--- src/rtl/i2cm_pkg.sv ---
`default_nettype none
package i2cm_pkg;

	localparam int unsigned BITS_PER_BYTE = 8;

	// command codes
	localparam logic [2:0] MODE_NONE  = 3'd0;
	localparam logic [2:0] MODE_START = 3'd1;
	localparam logic [2:0] MODE_STOP  = 3'd2;
	localparam logic [2:0] MODE_WRITE = 3'd3;
	localparam logic [2:0] MODE_READ  = 3'd4;
	localparam logic [2:0] MODE_WACK  = 3'd5;

	// configuration register indexes
	localparam logic [1:0] CFG_UNIT_TICKS  = 2'd0;
	localparam logic [1:0] CFG_ACK_TIMEOUT = 2'd1;

	localparam logic [9:0]  UNIT_TICKS_RST  = 10'd100;
	localparam logic [15:0] ACK_TIMEOUT_RST = 16'd250;

	// sequencer phases
	localparam logic [4:0] PH_IDLE    = 5'd0;
	localparam logic [4:0] PH_ST1     = 5'd1;
	localparam logic [4:0] PH_ST2     = 5'd2;
	localparam logic [4:0] PH_SP1     = 5'd3;
	localparam logic [4:0] PH_SP2     = 5'd4;
	localparam logic [4:0] PH_SP3     = 5'd5;
	localparam logic [4:0] PH_WR_LOW  = 5'd6;
	localparam logic [4:0] PH_WR_HIGH = 5'd7;
	localparam logic [4:0] PH_WR_TAIL = 5'd8;
	localparam logic [4:0] PH_RD_LOW  = 5'd9;
	localparam logic [4:0] PH_RD_HIGH = 5'd10;
	localparam logic [4:0] PH_AK_LOW  = 5'd11;
	localparam logic [4:0] PH_AK_HIGH = 5'd12;
	localparam logic [4:0] PH_WA1     = 5'd13;
	localparam logic [4:0] PH_WA2     = 5'd14;
	localparam logic [4:0] PH_WA_POLL = 5'd15;

	typedef struct packed {
		logic [2:0] mode;
		logic [7:0] data_byte;
		logic       send_ack;
		logic       sda_level;
	} in_item_t;

	typedef struct packed {
		logic       scl_release;
		logic       sda_release;
		logic       busy_res;
		logic       done_res;
		logic [7:0] read_data;
		logic       ack_missing;
	} out_item_t;

	// sequencer to phase timer
	typedef struct packed {
		logic        step;   // request accepted this cycle
		logic        count;  // advance the tick counter
		logic        clr;    // restart the phase timing
	} tmr_ctl_t;

endpackage
`default_nettype wire

--- src/rtl/i2cm_timer.sv ---
`default_nettype none
module i2cm_timer (
	input  wire logic               clk,
	input  wire logic               arst_n,
	input  wire logic [9:0]         unit_ticks,
	input  wire logic [15:0]        len,
	input  wire i2cm_pkg::tmr_ctl_t ctl,
	output logic                    elapsed
);

	logic [9:0]  tick_q;
	logic [15:0] unit_q;
	logic [9:0]  ut;
	logic [15:0] n;
	logic [9:0]  tick_inc;
	logic        wrap;
	logic [9:0]  tick_nx;
	logic [15:0] unit_nx;

	always_comb begin
		ut       = (unit_ticks == 10'd0) ? 10'd1 : unit_ticks;
		n        = (len == 16'd0) ? 16'd1 : len;
		tick_inc = tick_q + 10'd1;
		wrap     = (tick_inc >= ut);
		tick_nx  = wrap ? 10'd0 : tick_inc;
		unit_nx  = wrap ? unit_q + 16'd1 : unit_q;
		elapsed  = (unit_nx >= n);
	end

	always_ff @(posedge clk or negedge arst_n) begin
		if (!arst_n) begin
			tick_q <= '0;
			unit_q <= '0;
		end else if (ctl.step) begin
			if (ctl.clr) begin
				tick_q <= '0;
				unit_q <= '0;
			end else if (ctl.count) begin
				tick_q <= tick_nx;
				unit_q <= unit_nx;
			end
		end
	end

endmodule
`default_nettype wire

--- src/rtl/i2cm_seq.sv ---
`default_nettype none
module i2cm_seq (
	input  wire logic                clk,
	input  wire logic                arst_n,
	input  wire logic                step,
	input  wire i2cm_pkg::in_item_t  item,
	input  wire logic [15:0]         ack_timeout_units,
	input  wire logic                elapsed,
	output i2cm_pkg::tmr_ctl_t       tmr,
	output logic [15:0]              tmr_len,
	output i2cm_pkg::out_item_t      res
);

	logic [4:0] phase_q, phase_d;
	logic [3:0] bit_q, bit_d;
	logic [7:0] shift_q, shift_d;
	logic       ack_rd_q, ack_rd_d;
	logic       scl_q, scl_d;
	logic       sda_q, sda_d;
	logic [7:0] rx_q, rx_d;
	logic       fail_q, fail_d;
	logic       done;
	logic       enter;

	// phase length in units, from the current phase (and the ACK timeout in the poll phase)
	always_comb begin
		case (phase_q)
			i2cm_pkg::PH_ST1, i2cm_pkg::PH_ST2,
			i2cm_pkg::PH_SP1, i2cm_pkg::PH_SP3: tmr_len = 16'd4;
			i2cm_pkg::PH_WR_LOW, i2cm_pkg::PH_WR_HIGH, i2cm_pkg::PH_WR_TAIL,
			i2cm_pkg::PH_RD_LOW, i2cm_pkg::PH_AK_LOW, i2cm_pkg::PH_AK_HIGH: tmr_len = 16'd2;
			i2cm_pkg::PH_WA_POLL: tmr_len = ack_timeout_units;
			default: tmr_len = 16'd1;
		endcase
	end

	always_comb begin
		phase_d  = phase_q;
		bit_d    = bit_q;
		shift_d  = shift_q;
		ack_rd_d = ack_rd_q;
		scl_d    = scl_q;
		sda_d    = sda_q;
		rx_d     = rx_q;
		fail_d   = fail_q;
		done     = 1'b0;
		enter    = 1'b0;
		tmr.step  = step;
		tmr.count = (phase_q != i2cm_pkg::PH_IDLE);

		case (phase_q)
			i2cm_pkg::PH_IDLE: begin
				tmr.count = 1'b0;
				if (item.mode inside {[i2cm_pkg::MODE_START : i2cm_pkg::MODE_WACK]}) begin
					bit_d = 4'd0;
					enter = 1'b1;
					case (item.mode)
						i2cm_pkg::MODE_START: begin
							phase_d = i2cm_pkg::PH_ST1; scl_d = 1'b1; sda_d = 1'b1;
						end
						i2cm_pkg::MODE_STOP: begin
							phase_d = i2cm_pkg::PH_SP1; scl_d = 1'b0; sda_d = 1'b0;
						end
						i2cm_pkg::MODE_WRITE: begin
							shift_d = item.data_byte;
							phase_d = i2cm_pkg::PH_WR_LOW; scl_d = 1'b0;
							sda_d   = item.data_byte[7];
						end
						i2cm_pkg::MODE_READ: begin
							shift_d  = 8'd0;
							ack_rd_d = item.send_ack;
							phase_d  = i2cm_pkg::PH_RD_LOW; scl_d = 1'b0; sda_d = 1'b1;
						end
						default: begin
							fail_d  = 1'b0;
							phase_d = i2cm_pkg::PH_WA1; sda_d = 1'b1;
						end
					endcase
				end
			end
			i2cm_pkg::PH_ST1: begin
				if (elapsed) begin
					enter = 1'b1; phase_d = i2cm_pkg::PH_ST2; scl_d = 1'b1; sda_d = 1'b0;
				end
			end
			i2cm_pkg::PH_ST2: begin
				if (elapsed) begin
					scl_d = 1'b0; done = 1'b1;
				end
			end
			i2cm_pkg::PH_SP1: begin
				if (elapsed) begin
					enter = 1'b1; phase_d = i2cm_pkg::PH_SP2; scl_d = 1'b1; sda_d = 1'b0;
				end
			end
			i2cm_pkg::PH_SP2: begin
				if (elapsed) begin
					enter = 1'b1; phase_d = i2cm_pkg::PH_SP3; scl_d = 1'b1; sda_d = 1'b1;
				end
			end
			i2cm_pkg::PH_SP3: begin
				if (elapsed) done = 1'b1;
			end
			i2cm_pkg::PH_WR_LOW: begin
				if (elapsed) begin
					enter = 1'b1; phase_d = i2cm_pkg::PH_WR_HIGH; scl_d = 1'b1;
				end
			end
			i2cm_pkg::PH_WR_HIGH: begin
				if (elapsed) begin
					enter = 1'b1; phase_d = i2cm_pkg::PH_WR_TAIL; scl_d = 1'b0;
				end
			end
			i2cm_pkg::PH_WR_TAIL: begin
				if (elapsed) begin
					shift_d = {shift_q[6:0], 1'b0};
					bit_d   = bit_q + 4'd1;
					if (bit_d >= 4'(i2cm_pkg::BITS_PER_BYTE)) begin
						done = 1'b1;
					end else begin
						enter = 1'b1; phase_d = i2cm_pkg::PH_WR_LOW; scl_d = 1'b0;
						sda_d = shift_q[6];
					end
				end
			end
			i2cm_pkg::PH_RD_LOW: begin
				if (elapsed) begin
					enter = 1'b1; phase_d = i2cm_pkg::PH_RD_HIGH; scl_d = 1'b1; sda_d = 1'b1;
				end
			end
			i2cm_pkg::PH_RD_HIGH: begin
				if (elapsed) begin
					shift_d = {shift_q[6:0], item.sda_level};
					bit_d   = bit_q + 4'd1;
					enter   = 1'b1;
					scl_d   = 1'b0;
					if (bit_d >= 4'(i2cm_pkg::BITS_PER_BYTE)) begin
						phase_d = i2cm_pkg::PH_AK_LOW; sda_d = ~ack_rd_q;
					end else begin
						phase_d = i2cm_pkg::PH_RD_LOW; sda_d = 1'b1;
					end
				end
			end
			i2cm_pkg::PH_AK_LOW: begin
				if (elapsed) begin
					enter = 1'b1; phase_d = i2cm_pkg::PH_AK_HIGH; scl_d = 1'b1;
				end
			end
			i2cm_pkg::PH_AK_HIGH: begin
				if (elapsed) begin
					scl_d = 1'b0; rx_d = shift_q; done = 1'b1;
				end
			end
			i2cm_pkg::PH_WA1: begin
				if (elapsed) begin
					enter = 1'b1; phase_d = i2cm_pkg::PH_WA2; scl_d = 1'b1; sda_d = 1'b1;
				end
			end
			i2cm_pkg::PH_WA2: begin
				if (elapsed) begin
					enter = 1'b1; phase_d = i2cm_pkg::PH_WA_POLL; scl_d = 1'b1; sda_d = 1'b1;
				end
			end
			i2cm_pkg::PH_WA_POLL: begin
				if (!item.sda_level) begin
					scl_d = 1'b0; done = 1'b1;
				end else if (elapsed) begin
					fail_d = 1'b1;
					enter  = 1'b1; phase_d = i2cm_pkg::PH_SP1; scl_d = 1'b0; sda_d = 1'b0;
				end
			end
			default: begin
				// undefined phase code: drop back to idle
				tmr.count = 1'b0;
				phase_d   = i2cm_pkg::PH_IDLE;
			end
		endcase

		if (done) phase_d = i2cm_pkg::PH_IDLE;
		tmr.clr = enter | done;

		res.scl_release = scl_d;
		res.sda_release = sda_d;
		res.busy_res    = (phase_d != i2cm_pkg::PH_IDLE);
		res.done_res    = done;
		res.read_data   = rx_d;
		res.ack_missing = fail_d;
	end

	always_ff @(posedge clk or negedge arst_n) begin
		if (!arst_n) begin
			phase_q  <= i2cm_pkg::PH_IDLE;
			bit_q    <= '0;
			shift_q  <= '0;
			ack_rd_q <= 1'b0;
			scl_q    <= 1'b1;
			sda_q    <= 1'b1;
			rx_q     <= '0;
			fail_q   <= 1'b0;
		end else if (step) begin
			phase_q  <= phase_d;
			bit_q    <= bit_d;
			shift_q  <= shift_d;
			ack_rd_q <= ack_rd_d;
			scl_q    <= scl_d;
			sda_q    <= sda_d;
			rx_q     <= rx_d;
			fail_q   <= fail_d;
		end
	end

endmodule
`default_nettype wire

--- src/rtl/i2c_bit_level_master.sv ---
// The result of an accepted request is written to the output register at its accepting edge.
// Throughput: one request per cycle; a request is taken whenever the output
// register is empty or its result is being taken in the same cycle.
// Reset (arst_n low, asynchronous): idle, SCL and SDA released, counters and
// flags cleared, unit_ticks = 100, ack_timeout_units = 250, no result pending.
`default_nettype none
module i2c_bit_level_master (
	input  wire logic                clk,
	input  wire logic                arst_n,
	input  wire logic                in_valid,
	output logic                     in_ready,
	input  wire i2cm_pkg::in_item_t  in_data,
	output logic                     out_valid,
	input  wire logic                out_ready,
	output i2cm_pkg::out_item_t      out_data,
	input  wire logic                cfg_valid,
	output logic                     cfg_ready,
	input  wire logic [1:0]          cfg_index,
	input  wire logic [15:0]         cfg_data
);

	logic [9:0]          unit_ticks_q;
	logic [15:0]         ack_timeout_q;
	logic                step;
	logic                elapsed;
	i2cm_pkg::tmr_ctl_t  tmr;
	logic [15:0]         tmr_len;
	i2cm_pkg::out_item_t res;
	i2cm_pkg::out_item_t out_data_q;
	logic                out_valid_q;

	// Configuration: always ready; a write lands at its accepting edge and
	// applies from the next request on.
	assign cfg_ready = 1'b1;

	always_ff @(posedge clk or negedge arst_n) begin
		if (!arst_n) begin
			unit_ticks_q  <= i2cm_pkg::UNIT_TICKS_RST;
			ack_timeout_q <= i2cm_pkg::ACK_TIMEOUT_RST;
		end else if (cfg_valid) begin
			case (cfg_index)
				i2cm_pkg::CFG_UNIT_TICKS:  unit_ticks_q  <= cfg_data[9:0];
				i2cm_pkg::CFG_ACK_TIMEOUT: ack_timeout_q <= cfg_data;
				default: ;
			endcase
		end
	end

	// Take a new request while the output register is free or draining now.
	assign in_ready = !out_valid_q || out_ready;
	assign step     = in_valid && in_ready;

	// Phase timer: ticks within a unit, units within a phase.
	i2cm_timer u_timer (
		.clk        (clk),
		.arst_n     (arst_n),
		.unit_ticks (unit_ticks_q),
		.len        (tmr_len),
		.ctl        (tmr),
		.elapsed    (elapsed)
	);

	// Line sequencer: one request advances the bus state by one tick.
	i2cm_seq u_seq (
		.clk               (clk),
		.arst_n            (arst_n),
		.step              (step),
		.item              (in_data),
		.ack_timeout_units (ack_timeout_q),
		.elapsed           (elapsed),
		.tmr               (tmr),
		.tmr_len           (tmr_len),
		.res               (res)
	);

	// Output register: hold the result until it is taken.
	always_ff @(posedge clk or negedge arst_n) begin
		if (!arst_n) begin
			out_valid_q <= 1'b0;
		end else if (step) begin
			out_valid_q <= 1'b1;
		end else if (out_ready) begin
			out_valid_q <= 1'b0;
		end
	end

	always_ff @(posedge clk) begin
		if (step) begin
			out_data_q <= res;
		end
	end

	assign out_valid = out_valid_q;
	assign out_data  = out_data_q;

endmodule
`default_nettype wire

--- config.mk ---
export PLATFORM = sky130hd
export DESIGN_NAME = i2c_bit_level_master
export DESIGN_NICKNAME = d
export VERILOG_FILES = /design/src/rtl/i2cm_pkg.sv /design/src/rtl/i2cm_timer.sv /design/src/rtl/i2cm_seq.sv /design/src/rtl/i2c_bit_level_master.sv
export SDC_FILE = /design/constraint.sdc
export NUM_CORES = 1
export LEC_CHECK = 0
export BUFFER_PORTS_ARGS = -buffer_cell sky130_fd_sc_hd__buf_2
export CAP_MARGIN = 15
export CORE_MARGIN = 10
export CORE_UTILIZATION = 41
export CTS_CLUSTER_DIAMETER = 60
export DETAILED_ROUTE_END_ITERATION = 8
export PLACE_DENSITY = 0.65
export SYNTH_ARGS = -nofsm -noshare
export SYNTH_HDL_FRONTEND = slang
export SYNTH_SLANG_ARGS = --single-unit
export TNS_END_PERCENT = 30
--- constraint.sdc ---
create_clock -name clk -period 4.9 [get_ports clk]
set_input_delay 0 -clock clk [delete_from_list [all_inputs] [get_ports clk]]
set_output_delay 0 -clock clk [all_outputs]
set_load 0.05 [all_outputs]
## Yosys cells after proc, flatten, opt, wreduce, memory -nomap -nowiden

Index checks and enable logic that the tools add are counted.

- Register bits after elaboration: 95
- Input port bits: 36
- Output and inout port bits: 16
- Word-level logic and storage cells: 160

- Add/subtract/negate cells: 3
- $lt $le $gt $ge: 5
- Equal/unequal tests: 25
- Multiplexer cells: 74
- Bitwise gates (word level): 2
- Reductions and logical operators: 32

Operators by type and width:

| kind | count |
|---|---|
| 2-to-1 mux 5 bit | 16 |
| case mux 5 bit (14 select lines) | 1 |
| 2-to-1 mux 16 bit | 4 |
| case mux 16 bit (3 select lines) | 1 |
| equality test 5 x 4 -> 1 bit (second input constant) | 8 |
| 2-to-1 mux 10 bit | 4 |
| 2-to-1 mux 8 bit | 5 |
| 2-to-1 mux 1 bit | 29 |
| case mux 8 bit (3 select lines) | 1 |
| equality test 5 x 3 -> 1 bit (second input constant) | 4 |
| adder 16 x 1 -> 16 bit (second input constant) | 1 |
| greater-or-equal comparator 16 bit | 1 |
| zero test 16 bit | 1 |
| case mux 4 bit (4 select lines) | 1 |
| case mux 8 bit (2 select lines) | 1 |
| OR reduction 4 bit | 4 |
| OR reduction 15 bit | 1 |
| adder 10 x 1 -> 10 bit (second input constant) | 1 |
| equality test 5 x 2 -> 1 bit (second input constant) | 2 |
| greater-or-equal comparator 10 bit | 1 |
| zero test 10 bit | 1 |
| nonzero test 5 bit | 2 |
| OR reduction 10 bit | 1 |
| 2-to-1 mux 4 bit | 2 |
| 35 further kinds | 48 |

## Depth between registers and ports, before layout

- Word-level depth: 12
- Mapped depth: 23

## Hierarchy

A second synthesis with hierarchy kept.

- Cells, all modules: 650
- Area total of the unflattened synthesis: 6,468.7 sq um

Modules (own cells, without submodules):

| module | times used | cells an instance | area each (sq um) | sequential area each (sq um) |
|---|---|---|---|---|
| i2cm_timer | 1 | 306 | 2,606.2 | 650.6 |
| i2cm_seq | 1 | 269 | 2,373.5 | 728.2 |
| i2c_bit_level_master | 1 | 75 | 1,488.9 | 1,077.3 |

## Worst setup path before layout

No wires, ideal clock.

- Path type: reg2reg
- Start: register u_timer.tick_q[0]
- End: register u_timer.unit_q[12]
- Library setup time: 69 ps
- Data arrival time: 4,766 ps
- Data required time: 4,831 ps
- Slack: 65 ps
- Cell stages (with the launch flop): 22
- Path through: dfrtp_1 and3_1 and3_1 and3_1 xor2_1 ha_1 a2111oi_2 o211a_1 a221oi_2 and3_1 buf_2 and3_1 xnor2_1 ha_1 a211oi_2 nor2_1 nor3_1 o21ai_2 a31o_1 buf_6 or4_1 nand3_1

- Cells in the longest elaborated chain, start to end: 10
- Elaborated cells between the ends (all ways): 15
- Those cells by class: add/sub: 1; order compare: 2; mux: 9; bitwise: 1; reduce/logical: 2

RTL lines:

| element | RTL line | text |
|---|---|---|
| start: declaration | i2cm_timer.sv:11 | `logic [9:0] tick_q;` |
| start signal: assignment | i2cm_timer.sv:39 | `tick_q <= tick_nx;` |
| adder 10 x 1 -> 10 bit (*) | i2cm_timer.sv:23 | `tick_inc = tick_q + 10'd1;` |
| greater-or-equal comparator 10 bit (*) | i2cm_timer.sv:24 | `wrap = (tick_inc >= ut);` |
| 2-to-1 mux 16 bit (*) | i2cm_timer.sv:26 | `unit_nx = wrap ? unit_q + 16'd1 : unit_q;` |
| greater-or-equal comparator 16 bit | i2cm_timer.sv:27 | `elapsed = (unit_nx >= n);` |
| 2-to-1 mux 1 bit | -- |  |
| 2-to-1 mux 1 bit | i2cm_seq.sv:165 | `if (!item.sda_level) begin` |
| case mux 1 bit (4 select lines) | i2cm_seq.sv:51 | `case (phase_q)` |
| bitwise OR 1 bit | i2cm_seq.sv:180 | `tmr.clr = enter \| done;` |
| nonzero test 2 bit (no line) | -- |  |
| AND reduction 2 bit (no line) | -- |  |
| end signal: assignment | i2cm_timer.sv:40 | `unit_q <= unit_nx;` |
| end: declaration | i2cm_timer.sv:12 | `logic [15:0] unit_q;` |

Mark *: on every way between the ends. The rest lies on a longest branch, timed or not. The select of a mux whose other input is x is not followed.
A chain may end at the register's enable or synchronous reset.

## Worst setup path after layout

- Start: register u_timer.tick_q[2]
- End: register u_timer.unit_q[3]

Same word-level chain as after synthesis.

==> results_dict.tcl <==
set metrics [dict create \
    status "complete, but fails checks" \
    violations "setup timing" \
    cts.sinks 95 \
    crit_type "reg -> reg" \
    clk_pin_slew_ps 80 \
    worstPathMaxFanout 14 \
    fin_area_um2 7920 \
    routedWlPerCell_um 18.2 \
    htreeDepth 3 \
    chipHeight_um 141 \
    seq_power_share_pct 27.6 \
    cp.required_ps 5170 \
    drive_above_1_share_pct 31.5 \
    nets 859 \
    syn-cell-area_um2 5980 \
    coreArea_um2 14400 \
    r2r-end "u_timer.unit_q[3]$_DFFE_PN0P_" \
    placed_area_um2 6740 \
    final.setup.tns_ps -44.2 \
    holdWs_ps 15.3 \
    r2r-start "u_timer.tick_q[2]$_DFFE_PN0P_" \
    synth_area_leaders "dfrtp_1 30%, edfxtp_1 6.5%, ha_1 6.1%" \
    ant_nets 0 \
    fp.dieW_um 141 \
    p_int_mw 2.36 \
    clock_skew_ps 13.4 \
    clkLatencyLatePin_ps 370 \
    fin_crit_ps 4940 \
    fillerInstances 1266 \
    power.share.switching_pct 43.4 \
    worst-r2r-setup-slack_ps -40 \
    cts_buffers 9 \
    grt_use_total_pct 17.4 \
    synthFlopType "dfrtp_1" \
    die-area_um2 19800 \
    maxSlewViolCount 0 \
    end_kind "flop" \
    yosysMostFrequentCell "nand2_1" \
    portBuffers 50 \
    clk_path_buf_depth 2 \
    ys_async_sr_fraction_pct 86.3 \
    ios 52 \
    timing.fmax_ghz 0.202 \
    fin_ws_ps -44.2 \
    relSlewSlack_pct 47.3 \
    ys_seq_area_share_pct 41.1 \
    hpwl_um 12300 \
    setup_viol_count_final 1 \
    dr.pass1.iters 7 \
    synth_area_leader_cell "dfrtp_1" \
    synth_seq_cells 95 \
    grt_max_degree 83 \
    power_mw 4.17 \
    start_util_pct 41.5 \
    synth_cell_type_count 74 \
    comb_power_share_pct 54.9 \
    worstSetupStartpointType "flop" \
    worstPathArrival_ps 5220 \
    diodes 0 \
    pwr-share-clk_pct 17.5 \
    synth-edff-count 13 \
    cap_viol_max_count 0 \
    p_leak_nw 3.35 \
    cts_tree "built" \
    grt_pass1_wl_um 28400 \
    synth_commonest_cells "79 x nand2_1, 71 x dfrtp_1, 66 x nor2_1, 50 x o21ai_0, 43 x a21oi_1" \
    synth_warnings 0 \
    drc 0 \
    tightest_slew_ps 789 \
    pwr_density_cell_nw_per_um2 526 \
    gp_routability_congestion 0.953 \
    synth_top_family_by_area "simple AND/OR/NAND/NOR gates" \
    grt_pass1_vias 5482 \
    netlist.area_leader.share_pct 29.7 \
    vias 5706 \
    synth_compound_area_share_pct 18.5 \
    wirelength_um 17900 \
    rsz0062_at_grt "yes" \
    synthMuxAreaShare_pct 5.42 \
    rows 44 \
    synthAdderAreaFrac_pct 6.07 \
    syn_nets 734 \
    switching_power_mw 1.81 \
    drt_iter0_drc 709 \
    holdCritPathClass "in -> async" \
    period_share_pct 101 \
    clockRootBuffer "clkbuf_16" \
    grt-ovfl-total 0 \
    area_delta_synth_final_pct 32.5 \
    yosys.area_share.xor_xnor_pct 3.66 \
    hold_viol_final 0 \
    synthSimpleGateAreaFrac_pct 20.3 \
    antenna_found_initial 0 \
    syn_inst 669 \
    rr_worst_depth 21 \
    via_per_inst 5.80 \
    syn_avg_cell_area_um2 8.94 \
    ir_drop_uv 247 \
]
-- area by class of cell --
cell class / instances / area, µm² / share of cell area, %
well taps: 184 / 230 / 2.91
repair buffers: 148 / 1150 / 14.5
clock inverters: 7 / 72.6 / 0.916
inverters: 33 / 124 / 1.56
flip-flops and latches: 95 / 2460 / 31.0
multi-input cells: 507 / 3660 / 46.3
clock buffers: 9 / 225 / 2.84
-- power by group through the flow --
stage / registers, mW / clock network [mW] / logic, mW
global route: 1.17 / 0.776 / 2.48
finish: 1.15 / 0.730 / 2.29
CTS: 1.13 / 0.740 / 2.02
floorplan: 1.20 / 0 / 1.19
detailed placement: 1.14 / 0 / 1.89
global placement: 1.13 / 0 / 1.86
-- flip-flops by register name (all words and copies together), names as in the netlist --
signal          cells
u_seq.phase_q       5
unit_ticks_q       10
ack_timeout_q      16
u_seq.rx_q          8
u_seq.bit_q         4
u_seq.fail_q        1
u_timer.unit_q     16
u_seq.sda_q         1
u_seq.shift_q       8
u_timer.tick_q     10
out_valid           1
u_seq.ack_rd_q      1
out_data           13
u_seq.scl_q         1
-- worst max path at each step --
stage	start	endpoint	slack, ps	depth (start not counted)
2_1_floorplan	u_timer.tick_q[0]$_DFFE_PN0P_	u_timer.unit_q[12]$_DFFE_PN0P_	60	21
3_3_place_gp	u_timer.tick_q[0]$_DFFE_PN0P_	out_data[11]$_DFFE_PP_	-220	21
3_5_place_dp	u_timer.tick_q[0]$_DFFE_PN0P_	u_timer.unit_q[8]$_DFFE_PN0P_	-490	20
4_1_cts	u_timer.tick_q[0]$_DFFE_PN0P_	u_timer.unit_q[3]$_DFFE_PN0P_	9	21
5_1_grt	u_timer.tick_q[1]$_DFFE_PN0P_	u_timer.unit_q[4]$_DFFE_PN0P_	-190	22
6_report	u_timer.tick_q[2]$_DFFE_PN0P_	u_timer.unit_q[3]$_DFFE_PN0P_	-40	21
-- cell families (layout without fill, tap and decap cells) --
family,count (synthesis),count (layout)
simple gates,252,252
compound gates,171,171
flops,95,95
buf+inv,67,197
fa+ha+maj,29,29
mux,29,29
xor+xnor,25,25
other cells,1,1
-- through the flow --
stage	instances	utilization, %	setup slack (ps)
CTS	973	51.8	9.14
detailed placement	927	46.8	-494
floorplan	669	-	64.9
global placement	927	46.8	-216
finish	983	54.9	-44.2
global route	983	54.9	-193
-- critical path, cell delays in order, from the launching register on --
cell       delay [ps]
dfrtp_1           430
and3_4            210
and3_4            180
and3_4            200
xor2_1            140
ha_1              350
a2111oi_4         400
o211a_1           250
a221oi_4           60
and3_4            230
and3_4            190
xnor2_4           140
ha_4              280
nand4_1           140
nor2_1            160
nand3_2           120
o21ai_4           320
mux2i_2           310
and4_4            290
a21oi_4            60
buf_12            170
o211ai_1          200
-- routing by layer --
layer	share of wire, %	track usage, %	vias up
met5	0	0	-
met4	1.4	4.57	0
met3	6.8	4.37	27
met2	48	27.2	212
met1	44	23.3	2808
li1	-	-	2659
-- cell usage in the layout (no fill, tap or decap), drive strengths merged, types with 4 or more instances in the layout --
cell,synthesis,final
a211oi,6,6
a21o,4,4
a21oi,44,44
a22oi,9,9
a31oi,6,6
a41oi,4,4
and2,4,4
and3,13,13
and4,5,5
buf,20,120
clkbuf,14,10
dfrtp,71,71
dfstp,11,11
dlygate4sd3,0,27
edfxtp,13,13
ha,29,29
inv,33,38
mux2,27,27
nand2,80,80
nand2b,4,4
nand3,31,31
nand4,8,8
nor2,68,68
nor2b,4,4
nor3,11,11
nor3b,4,4
o211ai,10,10
o21ai,54,54
o22ai,4,4
o2bb2ai,4,4
or3,7,7
xnor2,18,18
xor2,7,7
-- repair_timing --
item,CTS,global route
buffers inserted,3,9
endpoints found under the setup margin,59,59
gates resized for setup,30,64
pin swaps,14,41
cloned,0,1
hold buffers,27,0
hold endpoints to repair,106,0
Note: power is estimated with default switching activity, not from simulation.
